$ cat config.mk
export PLATFORM = sky130hd
export DESIGN_NAME = frame_rms_level
export DESIGN_NICKNAME = d
export VERILOG_FILES = /design/src/rms_pkg.sv /design/src/rms_front.sv /design/src/rms_fifo.sv /design/src/rms_back.sv /design/src/frame_rms_level.sv
export SDC_FILE = /design/constraint.sdc
export NUM_CORES = 1
export LEC_CHECK = 0
export BUFFER_PORTS_ARGS = -buffer_cell sky130_fd_sc_hd__buf_4
export CAP_MARGIN = 20
export CORE_ASPECT_RATIO = 0.7
export CORE_MARGIN = 2
export CORE_UTILIZATION = 55
export CTS_CLUSTER_SIZE = 40
export DETAILED_ROUTE_END_ITERATION = 7
export GPL_TIMING_DRIVEN = 0
export HOLD_SLACK_MARGIN = 0.03
export PLACE_DENSITY = 0.76
export SLEW_MARGIN = 20
export SYNTH_ARGS = -nofsm -noshare
export SYNTH_HDL_FRONTEND = slang
export SYNTH_SLANG_ARGS = --single-unit
export TNS_END_PERCENT = 50
$ cat constraint.sdc
create_clock -name clock -period 8.3 [get_ports clock]
set_input_delay 0.83 -clock clock [delete_from_list [all_inputs] [get_ports clock]]
set_output_delay 0.83 -clock clock [all_outputs]
set_load 0.02 [all_outputs]
$ cat src/rms_pkg.sv
`default_nettype none

package rms_pkg;

   // Defaults for the top-level parameters
   localparam int DEF_MAX_FRAME   = 4096;
   localparam int DEF_SAMPLE_BITS = 16;

   // Sum of squares and fixed result field widths
   localparam int SUM_W     = 43;
   localparam int RMS_W     = 16;
   localparam int CNT_OUT_W = 13;

   // Square root operates on an even number of radicand bits, two per step
   localparam int SQ_W       = SUM_W + (SUM_W % 2);
   localparam int SQRT_STEPS = SQ_W / 2;
   localparam int ROOT_W     = SQRT_STEPS;
   localparam int REM_W      = ROOT_W + 2;

   // Shared step counter for divide (SUM_W steps) and root (SQRT_STEPS steps)
   localparam int STEP_W = $clog2(SUM_W);

   // Frame-summary queue between the front and back ends
   localparam int QUEUE_DEPTH = 2;

endpackage

`default_nettype wire

$ cat src/rms_front.sv
`default_nettype none

module rms_front #(
   parameter int MAX_FRAME   = rms_pkg::DEF_MAX_FRAME,
   parameter int SAMPLE_BITS = rms_pkg::DEF_SAMPLE_BITS,
   parameter int TALLY_W     = $clog2(MAX_FRAME + 1),
   parameter int ENTRY_W     = rms_pkg::SUM_W + TALLY_W + 1
) (
   input  wire logic                   clock,
   input  wire logic                   reset,
   input  wire logic                   req_valid,
   output logic                        req_stall,
   input  wire logic [SAMPLE_BITS-1:0] req_sample,
   input  wire logic                   req_frame_last,
   output logic                        push,
   output logic [ENTRY_W-1:0]          push_data,
   input  wire logic                   queue_full
);

   localparam int SUM_W = rms_pkg::SUM_W;
   localparam int SQR_W = 2 * SAMPLE_BITS;

   logic [SAMPLE_BITS-1:0] mag;
   logic [SQR_W-1:0]       sq_ff, sq_in;
   logic                   last_ff;
   logic                   a_valid_ff;
   logic                   b_advance;

   logic [SUM_W-1:0]       sum_ff, sum_in;
   logic [TALLY_W-1:0]     tally_ff, tally_in;
   logic                   ovf_ff, ovf_in;
   logic                   room;

   // Square stage: magnitude of the two's complement sample, then square
   always_comb begin
      mag   = req_sample[SAMPLE_BITS-1] ? (~req_sample + SAMPLE_BITS'(1)) : req_sample;
      sq_in = SQR_W'(mag) * SQR_W'(mag);
   end

   // Hold the square stage only when a closing sample meets a full queue
   assign b_advance = a_valid_ff & ~(last_ff & queue_full);
   assign req_stall = a_valid_ff & last_ff & queue_full;

   // Accumulate stage
   always_comb begin
      room     = tally_ff < TALLY_W'(MAX_FRAME);
      sum_in   = room ? (sum_ff + SUM_W'(sq_ff)) : sum_ff;
      tally_in = room ? (tally_ff + TALLY_W'(1)) : tally_ff;
      ovf_in   = ovf_ff | ~room;
   end

   assign push      = b_advance & last_ff;
   assign push_data = {sum_in, tally_in, ovf_in};

   always_ff @(posedge clock) begin
      if (reset) begin
         a_valid_ff <= 1'b0;
      end else if (!req_stall) begin
         a_valid_ff <= req_valid;
      end
   end

   always_ff @(posedge clock) begin
      if (!req_stall && req_valid) begin
         sq_ff   <= sq_in;
         last_ff <= req_frame_last;
      end
   end

   always_ff @(posedge clock) begin
      if (reset) begin
         sum_ff   <= '0;
         tally_ff <= '0;
         ovf_ff   <= 1'b0;
      end else if (b_advance) begin
         if (last_ff) begin
            sum_ff   <= '0;
            tally_ff <= '0;
            ovf_ff   <= 1'b0;
         end else begin
            sum_ff   <= sum_in;
            tally_ff <= tally_in;
            ovf_ff   <= ovf_in;
         end
      end
   end

   tally_bound_a : assert property (@(posedge clock) disable iff (reset)
      tally_ff <= TALLY_W'(MAX_FRAME))
      else $error("sample tally ran past the frame limit");

   ovf_full_a : assert property (@(posedge clock) disable iff (reset)
      ovf_ff |-> tally_ff == TALLY_W'(MAX_FRAME))
      else $error("overflow flagged before the frame was full");

endmodule

`default_nettype wire

$ cat src/rms_fifo.sv
`default_nettype none

module rms_fifo #(
   parameter int WIDTH = 1,
   parameter int DEPTH = rms_pkg::QUEUE_DEPTH
) (
   input  wire logic             clock,
   input  wire logic             reset,
   input  wire logic             push,
   input  wire logic [WIDTH-1:0] push_data,
   input  wire logic             pop,
   output logic [WIDTH-1:0]      pop_data,
   output logic                  full,
   output logic                  not_empty
);

   localparam int PTR_W = (DEPTH > 1) ? $clog2(DEPTH) : 1;
   localparam int CNT_W = $clog2(DEPTH + 1);

   logic [WIDTH-1:0] queue_ff [DEPTH];
   logic [PTR_W-1:0] wr_ptr_ff, rd_ptr_ff;
   logic [CNT_W-1:0] count_ff;

   assign full      = count_ff == CNT_W'(DEPTH);
   assign not_empty = count_ff != '0;
   assign pop_data  = queue_ff[rd_ptr_ff];

   always_ff @(posedge clock) begin
      if (push) begin
         queue_ff[wr_ptr_ff] <= push_data;
      end
   end

   always_ff @(posedge clock) begin
      if (reset) begin
         wr_ptr_ff <= '0;
         rd_ptr_ff <= '0;
         count_ff  <= '0;
      end else begin
         if (push) begin
            wr_ptr_ff <= (wr_ptr_ff == PTR_W'(DEPTH - 1)) ? '0 : wr_ptr_ff + PTR_W'(1);
         end
         if (pop) begin
            rd_ptr_ff <= (rd_ptr_ff == PTR_W'(DEPTH - 1)) ? '0 : rd_ptr_ff + PTR_W'(1);
         end
         if (push && !pop) begin
            count_ff <= count_ff + CNT_W'(1);
         end else if (pop && !push) begin
            count_ff <= count_ff - CNT_W'(1);
         end
      end
   end

   no_overrun_a : assert property (@(posedge clock) disable iff (reset)
      push |-> !full)
      else $error("write into a full frame queue");

   no_underrun_a : assert property (@(posedge clock) disable iff (reset)
      pop |-> not_empty)
      else $error("read from an empty frame queue");

endmodule

`default_nettype wire

$ cat src/rms_back.sv
`default_nettype none

module rms_back #(
   parameter int TALLY_W = 13,
   parameter int ENTRY_W = rms_pkg::SUM_W + TALLY_W + 1
) (
   input  wire logic                           clock,
   input  wire logic                           reset,
   input  wire logic                           q_valid,
   output logic                                pop,
   input  wire logic [ENTRY_W-1:0]             q_data,
   output logic                                rsp_valid,
   input  wire logic                           rsp_stall,
   output logic [rms_pkg::RMS_W-1:0]           rsp_rms_level,
   output logic [rms_pkg::CNT_OUT_W-1:0]       rsp_frame_samples,
   output logic                                rsp_frame_overflow
);

   localparam int SUM_W      = rms_pkg::SUM_W;
   localparam int SQ_W       = rms_pkg::SQ_W;
   localparam int ROOT_W     = rms_pkg::ROOT_W;
   localparam int REM_W      = rms_pkg::REM_W;
   localparam int STEP_W     = rms_pkg::STEP_W;
   localparam int RMS_W      = rms_pkg::RMS_W;
   localparam int CNT_OUT_W  = rms_pkg::CNT_OUT_W;
   localparam int SQRT_STEPS = rms_pkg::SQRT_STEPS;

   localparam logic [1:0] ST_IDLE = 2'd0;
   localparam logic [1:0] ST_DIV  = 2'd1;
   localparam logic [1:0] ST_ROOT = 2'd2;
   localparam logic [1:0] ST_DONE = 2'd3;

   logic [1:0]          state_ff, state_in;
   logic [STEP_W-1:0]   step_ff, step_in;

   // Divider: dividend shifts out of quo_ff as quotient bits shift in
   logic [SUM_W-1:0]    quo_ff, quo_in;
   logic [TALLY_W:0]    rem_ff, rem_in, rem_sh;
   logic [TALLY_W-1:0]  div_ff, div_in;
   logic                ovf_ff, ovf_in;
   logic                div_ge;

   // Root: two radicand bits per step
   logic [SQ_W-1:0]     rad_ff, rad_in;
   logic [ROOT_W-1:0]   root_ff, root_in;
   logic [REM_W-1:0]    srem_ff, srem_in, srem_sh, trial;
   logic                root_ge;

   logic                out_load;
   logic                rsp_valid_ff;
   logic [RMS_W-1:0]    rms_ff;
   logic [CNT_OUT_W-1:0] cnt_ff;
   logic                oflag_ff;

   always_comb begin
      rem_sh  = {rem_ff[TALLY_W-1:0], quo_ff[SUM_W-1]};
      div_ge  = rem_sh >= {1'b0, div_ff};
      srem_sh = {srem_ff[REM_W-3:0], rad_ff[SQ_W-1 -: 2]};
      trial   = {root_ff, 2'b01};
      root_ge = srem_sh >= trial;
   end

   always_comb begin
      state_in = state_ff;
      step_in  = step_ff;
      quo_in   = quo_ff;
      rem_in   = rem_ff;
      div_in   = div_ff;
      ovf_in   = ovf_ff;
      rad_in   = rad_ff;
      root_in  = root_ff;
      srem_in  = srem_ff;
      pop      = 1'b0;
      out_load = 1'b0;
      case (state_ff)
         ST_IDLE: begin
            if (q_valid) begin
               pop      = 1'b1;
               quo_in   = q_data[ENTRY_W-1 -: SUM_W];
               div_in   = q_data[TALLY_W:1];
               ovf_in   = q_data[0];
               rem_in   = '0;
               step_in  = STEP_W'(SUM_W - 1);
               state_in = ST_DIV;
            end
         end
         ST_DIV: begin
            rem_in  = div_ge ? (rem_sh - {1'b0, div_ff}) : rem_sh;
            quo_in  = {quo_ff[SUM_W-2:0], div_ge};
            step_in = step_ff - STEP_W'(1);
            if (step_ff == '0) begin
               // Zero count yields a zero mean
               rad_in   = (div_ff == '0) ? '0 : SQ_W'(quo_in);
               root_in  = '0;
               srem_in  = '0;
               step_in  = STEP_W'(SQRT_STEPS - 1);
               state_in = ST_ROOT;
            end
         end
         ST_ROOT: begin
            srem_in = root_ge ? (srem_sh - trial) : srem_sh;
            root_in = {root_ff[ROOT_W-2:0], root_ge};
            rad_in  = {rad_ff[SQ_W-3:0], 2'b00};
            step_in = step_ff - STEP_W'(1);
            if (step_ff == '0) begin
               state_in = ST_DONE;
            end
         end
         ST_DONE: begin
            if (!rsp_valid_ff || !rsp_stall) begin
               out_load = 1'b1;
               state_in = ST_IDLE;
            end
         end
         default: begin
            state_in = ST_IDLE;
         end
      endcase
   end

   always_ff @(posedge clock) begin
      if (reset) begin
         state_ff <= ST_IDLE;
      end else begin
         state_ff <= state_in;
      end
   end

   always_ff @(posedge clock) begin
      step_ff <= step_in;
      quo_ff  <= quo_in;
      rem_ff  <= rem_in;
      div_ff  <= div_in;
      ovf_ff  <= ovf_in;
      rad_ff  <= rad_in;
      root_ff <= root_in;
      srem_ff <= srem_in;
   end

   always_ff @(posedge clock) begin
      if (reset) begin
         rsp_valid_ff <= 1'b0;
      end else if (out_load) begin
         rsp_valid_ff <= 1'b1;
      end else if (!rsp_stall) begin
         rsp_valid_ff <= 1'b0;
      end
   end

   always_ff @(posedge clock) begin
      if (out_load) begin
         rms_ff   <= root_ff[RMS_W-1:0];
         cnt_ff   <= CNT_OUT_W'(div_ff);
         oflag_ff <= ovf_ff;
      end
   end

   assign rsp_valid          = rsp_valid_ff;
   assign rsp_rms_level      = rms_ff;
   assign rsp_frame_samples  = cnt_ff;
   assign rsp_frame_overflow = oflag_ff;

   result_from_done_a : assert property (@(posedge clock) disable iff (reset)
      $rose(rsp_valid_ff) |-> $past(state_ff) == ST_DONE)
      else $error("result raised outside the done step");

endmodule

`default_nettype wire

$ cat src/frame_rms_level.sv
// Frame RMS level: floor(sqrt(floor(sum of squares / count))) per frame.
// Throughput: one sample per cycle while req_stall is low. The back end finishes a frame (pop,
// 43 divide steps, 22 root steps, result load) before it pops the next one; a closing sample
// stalls only on a full queue. From the closing sample transfer to rsp_valid, with an idle back
// end, the path runs: square stage, queue push, pop, bit-serial divide, root, result register.
// Reset (synchronous, active high) clears the accumulator, count, queue and result valid flag.
`default_nettype none

module frame_rms_level #(
   parameter int MAX_FRAME   = rms_pkg::DEF_MAX_FRAME,
   parameter int SAMPLE_BITS = rms_pkg::DEF_SAMPLE_BITS
) (
   input  wire logic                          clock,
   input  wire logic                          reset,
   // Sample channel
   input  wire logic                          req_valid,
   output logic                               req_stall,
   input  wire logic [SAMPLE_BITS-1:0]        req_sample,
   input  wire logic                          req_frame_last,
   // Result channel
   output logic                               rsp_valid,
   input  wire logic                          rsp_stall,
   output logic [rms_pkg::RMS_W-1:0]          rsp_rms_level,
   output logic [rms_pkg::CNT_OUT_W-1:0]      rsp_frame_samples,
   output logic                               rsp_frame_overflow
);

   // Tally must reach MAX_FRAME itself
   localparam int TALLY_W = $clog2(MAX_FRAME + 1);
   // One queue entry: frame sum of squares, sample count, overflow flag
   localparam int ENTRY_W = rms_pkg::SUM_W + TALLY_W + 1;

   logic               push;
   logic [ENTRY_W-1:0] push_data;
   logic               pop;
   logic [ENTRY_W-1:0] pop_data;
   logic               queue_full;
   logic               queue_valid;

   // Front end: square each sample and accumulate it; a closing sample
   // pushes the finished frame summary and clears the accumulator. It
   // stalls the sample channel only when a closing sample meets a full queue.
   rms_front #(
      .MAX_FRAME   (MAX_FRAME),
      .SAMPLE_BITS (SAMPLE_BITS),
      .TALLY_W     (TALLY_W),
      .ENTRY_W     (ENTRY_W)
   ) u_front (
      .clock          (clock),
      .reset          (reset),
      .req_valid      (req_valid),
      .req_stall      (req_stall),
      .req_sample     (req_sample),
      .req_frame_last (req_frame_last),
      .push           (push),
      .push_data      (push_data),
      .queue_full     (queue_full)
   );

   // Frame summaries wait here so sampling keeps going while the back end
   // works on an earlier frame.
   rms_fifo #(
      .WIDTH (ENTRY_W),
      .DEPTH (rms_pkg::QUEUE_DEPTH)
   ) u_fifo (
      .clock     (clock),
      .reset     (reset),
      .push      (push),
      .push_data (push_data),
      .pop       (pop),
      .pop_data  (pop_data),
      .full      (queue_full),
      .not_empty (queue_valid)
   );

   // Back end: divide by the count one quotient bit per cycle, take the
   // root two radicand bits per cycle, then load the result register.
   rms_back #(
      .TALLY_W (TALLY_W),
      .ENTRY_W (ENTRY_W)
   ) u_back (
      .clock              (clock),
      .reset              (reset),
      .q_valid            (queue_valid),
      .pop                (pop),
      .q_data             (pop_data),
      .rsp_valid          (rsp_valid),
      .rsp_stall          (rsp_stall),
      .rsp_rms_level      (rsp_rms_level),
      .rsp_frame_samples  (rsp_frame_samples),
      .rsp_frame_overflow (rsp_frame_overflow)
   );

endmodule

`default_nettype wire
==> Yosys cells after proc, flatten, opt, wreduce, memory -nomap -nowiden <==
Memories as Yosys holds them, arrays and structs flattened. A register that Yosys moved wholly into a read port is not among the register bits.
Index checks and enable logic that the tools add are counted.
Widths: inputs -> output; s select.
{ "op_classes": {"n_addsub": 10, "multipliers": 1, "div": 0, "n_lt_le_gt_ge": 3, "n_eq_ne": 9, "shift": 0, "n_mux": 41, "n_bitwise": 9, "n_reduce_logical": 22} }
{ "ops": {"columns": ["operator", "count"], "rows": [
  ["$mux 43", 4],
  ["$pmux 22 s2", 2],
  ["$pmux 44 s2", 1],
  ["$pmux 43 s2", 1],
  ["$mux 22", 3],
  ["$mux 13", 4],
  ["$mux 44", 1],
  ["$add 43x32->43", 1],
  ["$mul 16x16->32", 1],
  ["$pmux 13 s2", 1],
  ["$ge 24x24->1", 1],
  ["$sub 22x22->22", 1],
  ["$pmux 6 s3", 1],
  ["$add 16x1->16 const B", 1],
  ["$mux 16", 1],
  ["$not 16->16", 1],
  ["$ge 14x13->1", 1],
  ["$add 13x1->13 const B", 1],
  ["$logic_not 13->1", 1],
  ["$lt 13x13->1 const B", 1],
  ["$mux 1", 13],
  ["$sub 13x13->13", 1],
  ["$mux 2", 6],
  ["$mux 6", 2],
  ["other kinds (21)", 44]
]} }
{ "word_totals": {"reg_bits": 292, "latchBits": 0, "ram_bits": 114, "romBits": 0, "in_bits": 21, "wordCells": 118, "mem_count": 1} }
{ "memory_table": {"columns": ["memory", "words", "width", "rd", "rd_ports_with_merged_regs", "write_ports", "line", "source"], "rows": [
  ["u_fifo.queue_ff", 2, 57, 1, 1, 1, "rms_fifo.sv:20", "logic [WIDTH-1:0] queue_ff [DEPTH];"]
]} }

==> Depth between registers and ports, before layout <==
Gate-level depths: netlist (run 1).
{ "logic_depth": {"depth_word": 9, "ltp_mapped": 31, "ltp_nobuf": 31} }

==> Modules after synthesis <==
Synthesis (run 1) repeated with hierarchy kept, for this count alone.
{ "hier_totals": {"cells_unflattened": 2475, "area_unflattened_um2": 27194.8} }
{ "modules_own_cells": {"columns": ["mod", "n_inst", "cells_each", "area_per_inst_um2", "seq_area_each_um2"], "rows": [
  ["rms_front", 1, 1539, 13191.4, 2122.0],
  ["rms_back", 1, 737, 9676.8, 5885.6],
  ["rms_fifo", 1, 199, 4326.6, 3523.4]
]} }

==> Worst setup path before layout (run 1) <==
Ideal clock, no wire load.
{ "synth_timing": {"path_type": "input-to-reg", "from": "input req_sample[0]", "to": "register u_front.sq_ff[31] (data pin)", "arrival_ns": 7.862, "required_time_ns": 8.040, "path_slack_ns": 0.179, "path_stages": 29, "cell_sequence": "inv_1 clkbuf_1 ha_1 nand2_1 o41ai_1 xor2_1 clkinv_1 nand2_1 inv_1 fa_1 inv_1 fa_1 inv_1 fa_1 fa_1 fa_1 inv_1 fa_1 inv_1 ha_1 and4_1 nand3b_1 o2bb2ai_1 o41ai_4 o21ai_2 a311oi_2 o21ai_1 a21oi_1 xnor2_1"} }
{ "synth_between": {"elab_chain_cells": 4} }
{ "synth_rtl": {"columns": ["element", "line", "source"], "rows": [
  ["start: declaration", "frame_rms_level.sv:18", "input wire logic [SAMPLE_BITS-1:0] req_sample,"],
  ["$not 16->16", "rms_front.sv:36", "mag = req_sample[SAMPLE_BITS-1] ? (~req_sample + SAMPLE_BITS'(1)) : req_sample;"],
  ["$add 16x1->16", "rms_front.sv:36", null],
  ["$mux 16 (*)", "rms_front.sv:36", null],
  ["$mul 16x16->32 (*)", "rms_front.sv:37", "sq_in = SQR_W'(mag) * SQR_W'(mag);"],
  ["via u_front.sq_in[31]", "rms_front.sv:24", "logic [SQR_W-1:0] sq_ff, sq_in;"],
  ["end signal: assignment", "rms_front.sv:65", "sq_ff <= sq_in;"],
  ["end: declaration", "rms_front.sv:24", null]
]} }
Mark *: on every way through the listed nets, which the timed path passes. The rest lies on a longest branch.
A chain may end at the register's enable or synchronous reset.

==> Worst setup path after layout (run 1) <==
Ends and elaborated chain as after synthesis.

==> results.ini, run 1 <==
[run_status]
status=finished, final reports clean

[timing]
max_slew.worst_pin.slew_ps=842
setup_viol=0
slew_headroom_pct=43.1
fin_ws_ps=198
finalHoldViolCount=0
finalCritPeriodShare_pct=97.6
hold_slack_ps=445
min_period_ps=8100
clock_skew_ps=18.8
fmax_mhz=123
maxSlewViolCount=0

[place]
io_buffers=51
dpl_worst_slack_ps=-2080
hpwl_mm=47.1
gp_congestion=0.922

[floorplan]
die_area_mm2=0.0499
die_y_um=188
core_area_mm2=0.0477
row_count=67
die_x_um=266
ios=53
start_util_pct=55.5

[worst_setup_path]
r2r-start=u_back.div_ff[0]
worstSetupPathType=primary input to flop
reg2reg_depth=12
timing.rr.end=u_back.rem_ff[8]
required_ps=8590
regToRegSetupSlack_ps=4690
crit_path_start_kind=primary input
endpoint_kind=flop
worstPathMaxFanout=11
crit_arrival_ps=8390

[logic_synthesis]
netlist_area_mm2=0.0265
async_reset_ff_share_pct=0
synth_edf_count=340
synth_ff_type=edfxtp_1
ys_ff_latch=406
synth-warning-count=0
synthCells=2400
syn-mean-instance-area_um2=11.0
ys_types=88
yosysSeqAreaShare_pct=43.6

[global_routing]
grt_pass1_wl_mm=96.9
grt_overflow=0
grt_antenna_before_repair=1
track_usage_pct=24.5
grt_max_degree=48
grt_pass1_vias=18102

[route]
num_vias=18570
post_drt_wl_per_cell_um=19.4
via_per_inst=5.84
drt_iter0_markers=2002
drc_errors=0
drt-pass1-iter-count=5
wl_mm=61.6
antenna_left=0

[worst_hold_path]
hold_start=u_back.root_ff[5]
hold_path_depth=0
holdCritPathClass=flop to flop
holdPathEnd=u_back.rsp_rms_level[5]

[clock_tree]
path_clk_slew_ps=60
cts.sinks=406
clockBufferDepth=3
cts_root_buf=clkbuf_16
cts_buffers=39
cts_tree=done
ctsHoldBuffers=0
clock_latency_ps=550
htreeDepth=2

[layout]
n_fill_cell=3618
areaGrowthSynthToFinish_pct=11.9
layout.nets=2887
antenna_cells=0
drive_above_1_share_pct=9.39

[flow_run]
cap_violations=0

## registers in the layout, indices dropped and copies added (netlist names), named ones only
| signal | flops |
|---|---|
| u_front.last_ff | 1 |
| u_front.ovf_ff | 1 |
| u_back.rad_ff | 44 |
| u_back.root_ff | 22 |
| u_back.srem_ff | 22 |
| u_back.state_ff | 2 |
| u_fifo.queue_ff | 114 |
| u_fifo.wr_ptr_ff | 1 |
| u_back.quo_ff | 43 |
| u_back.step_ff | 6 |
| u_back.rsp_frame_overflow | 1 |
| u_back.ovf_ff | 1 |
| u_front.sum_ff | 43 |
| u_front.sq_ff | 31 |
| u_back.div_ff | 13 |
| u_back.rem_ff | 13 |
| u_front.a_valid_ff | 1 |
| u_back.rsp_frame_samples | 13 |
| u_fifo.rd_ptr_ff | 1 |
| u_fifo.count_ff | 2 |
| u_back.rsp_rms_level | 16 |
| u_back.rsp_valid | 1 |
| u_front.tally_ff | 13 |
## placed cells by master, fill, tap and decap left out, types with 7 or more instances in the layout
master	count
edfxtp_1	340
inv_1	295
nand2_1	213
nor2_1	192
ha_1	174
fa_1	166
o21ai_0	118
a21oi_1	79
xnor2_1	75
mux2i_1	70
buf_4	66
dfxtp_1	66
clkbuf_1	63
a22o_1	53
xor2_1	50
a21o_1	49
clkbuf_16	39
nor3_1	29
mux2_2	27
a22oi_1	27
nor2b_1	25
nand3_1	19
a31oi_1	19
and3_1	17
nand4_1	16
and2_1	14
o21a_1	13
clkinv_2	11
conb_1	11
or3_1	10
nand2b_1	9
o21ai_1	9
a211oi_1	9
o21bai_1	8
buf_16	8
buf_1	7
a21boi_0	7
## worst max path at each step
stage	start	slack, ps	to
2_1_floorplan	req_sample[0]	180	u_front.sq_ff[31]
5_1_grt	req_sample[4]	-70	u_front.sq_ff[31]
6_report	req_sample[0]	200	u_front.sq_ff[31]
3_5_place_dp	req_sample[0]	-2080	u_front.sq_ff[31]
3_3_place_gp	u_back.state_ff[1]	-2050	u_back.root_ff[14]
4_1_cts	req_sample[4]	10	u_front.sq_ff[31]
## stage by stage
| stage | TNS, ps | cell area (um^2) | std cells | utilization (%) |
|---|---|---|---|---|
| 2_1_floorplan | 0 | 26500 | 2409 | - |
| 3_3_place_gp | -203400 | 27700 | 3081 | 58.0 |
| 3_5_place_dp | -25290 | 28000 | 3092 | 58.7 |
| 4_1_cts | 0 | 29400 | 3170 | 61.7 |
| 5_1_grt | -120 | 29600 | 3178 | 62.1 |
| 6_report | 0 | 29600 | 3178 | 62.1 |
## area by class of cell
type | instances | area [um^2] | share of cell area, %
multi-input cells | 1625 | 13800 | 46.6
well taps | 621 | 777 | 2.62
flip-flops and latches | 406 | 11500 | 38.9
plain buffers | 72 | 313 | 1.06
clock inverters | 20 | 169 | 0.570
repair buffers | 76 | 768 | 2.59
inverters | 306 | 1170 | 3.96
clock buffers | 52 | 1070 | 3.63
## cells in the mapped netlist (all sizes together), types with 3 or more instances
cell type  count  area share, %
nand2b        10           0.26
a22o          53            1.8
or4            3          0.085
o211ai         6           0.17
xor2          58            1.9
nand3         20           0.38
inv          299            4.2
edfxtp       340             39
a41oi          5           0.17
a211oi        12           0.40
o21ai        130            2.5
o21a          13           0.37
mux2          27            1.1
a22oi         28           0.81
nand3b         6           0.17
dfxtp         66            5.0
and2          14           0.33
nand2        213            3.0
nor2b         27           0.67
nor2         197            2.8
xnor2         77            2.5
o41ai          4           0.27
and4           3          0.099
a21oi         82            1.6
and3          18           0.43
ha           174            8.2
mux2i         70            2.6
fa           166             13
nand4         17           0.43
a21boi         9           0.26
a21o          49            1.4
o21bai         8           0.23
clkbuf        61           0.87
a31oi         20           0.50
or3           10           0.24
a311oi         6           0.25
nor4           5           0.12
o31ai         10           0.35
buf           11           0.24
a31o           4           0.13
a2111oi        3           0.12
clkinv         7          0.099
nor3          30           0.57
## worst max-delay path, stage by stage
cell and delay, ps:
buf_4 200, clkinvlp_4 190, buf_4 230, ha_1 250, inv_1 150, o31ai_2 120, xnor2_4 390, clkbuf_8 280
nand2_1 90, fa_1 610, inv_1 70, fa_1 460, fa_1 520, fa_1 530, fa_1 560, inv_1 60
fa_1 540, inv_1 40, ha_1 400, a21o_1 240, o21bai_1 210, o41ai_4 440, o21ai_4 170, a311oi_4 380
o21ai_1 130, a21oi_1 180, xnor2_1 100
## metal layers
metal / vias to the layer above / share of wire, % / GRT usage (%)
li1: 8585 / - / -
met1: 9151 / 46 / 37.9
met2: 746 / 43 / 36.2
met3: 88 / 8.8 / 4.90
met4: 0 / 1.5 / 4.65
met5: - / 0 / 0
## cell families (layout without fill, tap and decap cells)
logic type / count (synthesis) / after routing / synth area share, %
muxes: 97 / 97 / 3.80
adders and majority gates: 340 / 340 / 20.8
other: 2 / 11 / 0.0284
DFF: 406 / 406 / 43.6
AOI/OAI and AO/OA: 463 / 463 / 12.1
xor gates and xnor gates: 135 / 135 / 4.47
buffers and inverters: 378 / 526 / 5.44
and+or+nand+nor: 579 / 579 / 9.77
## repair_timing
item                                    CTS  global route
pin swaps                                 6             7
setup buffers                             6             8
endpoints found under the setup margin   18             8
resized for setup                        33            23
Power of run 1 is not shown: default switching activity piles up to over one toggle a cycle in this logic, so the estimate is an artifact.
==> run 2, diff against run 1 <==
--- a/config.mk
+++ b/config.mk
@@ -14,7 +14,8 @@
 export DETAILED_ROUTE_END_ITERATION = 7
 export GPL_TIMING_DRIVEN = 0
 export HOLD_SLACK_MARGIN = 0.03
-export PLACE_DENSITY = 0.76
+export PLACE_DENSITY = 0.73
+export RECOVER_POWER = 100
 export SLEW_MARGIN = 20
 export SYNTH_ARGS = -nofsm -noshare
 export SYNTH_HDL_FRONTEND = slang
==> constraint.sdc (replaced) <==
create_clock -name clock -period 9.32 [get_ports clock]
set_input_delay 1.864 -clock clock [delete_from_list [all_inputs] [get_ports clock]]
set_output_delay 1.864 -clock clock [all_outputs]
set_load 0.02 [all_outputs]
==> run 2 against run 1 <==
The run now ends with capacitance limit, slew limit left. Wire length about the same. Utilization decreased by 1.0 points. Flip-flop and latch count unchanged. Non-clock buffer count increased by 1. Setup slack improved by 130 ps. Count of clock-buffer cells in the layout decreased by 9. Hold slack got worse by 14 ps. Via count decreased by 0.78%. Sequential share of layout area increased by 0.66 points. Final cell count increased by 0.13%. Clock skew increased by 6.4 ps. Largest cell class unchanged.
==> results.ini, run 2 (synthesis gave the netlist of run 1 again) <==
[clock_tree]
cts.sinks=406
cts_tree=done
ctsHoldBuffers=0
cts_buffers=41
htreeDepth=2
clock_latency_ps=550
cts_root_buf=clkbuf_16
clockBufferDepth=3
path_clk_slew_ps=60

[global_routing]
grt_antenna_before_repair=1
grt_max_degree=41
busiest_layer=met1
grt_pass1_wl_mm=97.7
grt_pass1_vias=18024
grt_overflow=0
grt.met2_usage_pct=35.2
grt.met3_usage_pct=4.49
track_usage_pct=24.8
grt.met1_usage_pct=39.7

[worst_hold_path]
hold_path_depth=0
hold_start=u_back.ovf_ff
holdCritPathClass=flop to flop
holdPathEnd=u_back.rsp_frame_overflow

[floorplan]
ios=53
core_area_mm2=0.0477
die_y_um=188
die_x_um=266
die_area_mm2=0.0499
row_count=67
start_util_pct=55.5

[timing]
maxSlewViolCount=125
min_period_ps=9000
fmax_mhz=111
slew_headroom_pct=-67.5
finalCritPeriodShare_pct=96.5
setup_viol=0
clock_skew_ps=25.1
finalHoldViolCount=0
max_slew.worst_pin.slew_ps=2490
hold_slack_ps=431

[flow_run]
cap_violations=4

[place]
placed_area_mm2=0.0280
io_buffers=51
hpwl_mm=47.3
dp.cells=3092
gp_congestion=0.903

[worst_setup_path]
worstPathMaxFanout=11
reg2reg_depth=8
cp_top_family=adder cells
timing.rr.end=u_back.root_ff[18]
cpPeakStageDelay_ps=580
endpoint_kind=flop
crit_path_start_kind=primary input
regToRegSetupSlack_ps=3330
required_ps=9610
worst-path-buf-inv=8
crit_arrival_ps=9290
r2r-start=u_back.state_ff[1]
worstSetupPathType=primary input to flop
slowest_stage=fa_1
cp_common_cell=fa_1

[layout]
drive_above_1_share_pct=6.09
final_common_cell=edfxtp_1
most-common-layout-cells=edfxtp_1 (340), inv_1 (296), nand2_1 (213)
reg_top3=u_fifo.queue_ff x114, u_back.rad_ff x44
finalInstanceArea_mm2=0.0291
regMostFlops=u_fifo.queue_ff
largest_register_ff_count=114
layout.nets=2890
final_cells=3182
final_core_util_pct=61.0
antenna_cells=0
areaGrowthSynthToFinish_pct=10.0

[route]
wl_mm=61.6
drt-pass1-iter-count=5
via_per_inst=5.79
drc_errors=0
post_drt_wl_per_cell_um=19.4
antenna_left=0
num_vias=18426
drt_iter0_markers=1843

[run_status]
violations=capacitance limit, slew limit
status=finished, violations left

[run 2: cell count changes in the layout (fill, tap and decap cells not counted), moves of 5 or more]
cell / previous run / this run
clkbuf_1: 63 / 111
buf_4: 66 / 32
mux2_1: 0 / 17
mux2_2: 27 / 10
buf_16: 8 / 0
buf_1: 7 / 1
clkinv_1: 4 / 10
clkbuf_8: 6 / 1
[run 2: layout make-up]
cell class	instances	area, um^2
clock inverter	32	329
inverter	306	1170
sequential	406	11500
multi-input combinational	1625	13600
clock buffer	43	1030
tap	621	777
buffer	72	293
timing repair buffer	77	409
fill	3817	18600
[run 2: worst reg2reg max path, stage by stage, from the launching register on]
cell	delay, ps
dfxtp_1	370
inv_1	80
ha_1	310
clkbuf_1	300
o21ai_0	800
clkbuf_1	990
clkbuf_1	930
clkbuf_1	840
clkbuf_1	980
[run 2: how the worst max path moves through the flow]
stage	start	depth (start not counted)	endpoint	slack, ps
6_report	req_sample[0]	29	u_front.sq_ff[29]	320
5_1_grt	req_sample[0]	30	u_front.sq_ff[29]	-40
4_1_cts	req_sample[0]	27	u_front.sq_ff[31]	2
3_5_place_dp	req_sample[0]	30	u_front.sq_ff[31]	-1920
3_3_place_gp	req_sample[0]	30	u_front.sq_ff[31]	-1840
2_1_floorplan	req_sample[0]	29	u_front.sq_ff[31]	160
[run 2: metrics by stage]
stage	worst slack, ps	TNS (ps)
after floorplan	165	0
after global placement	-1840	-116270
after detailed placement	-1920	-22380
after CTS	2.01	0
after global routing	-37.5	-45.9
final	324	0
[run 2: what timing repair did]
action / 4_1_cts / 5_1_grt
gates resized for setup: 25 / 27
pin swaps: 6 / 5
setup buffers: 8 / 7
setup endpoints to repair: 17 / 8
[run 2: metal layers]
metal | vias to the layer above | part of all wire (%) | wire, um
li1 | 8591 | - | -
met1 | 9017 | 47 | 29200
met2 | 727 | 42 | 25800
met3 | 91 | 9.1 | 5610
met4 | 0 | 1.7 | 1050
met5 | - | 0 | 0
Power of run 2 is left out for the same reason.
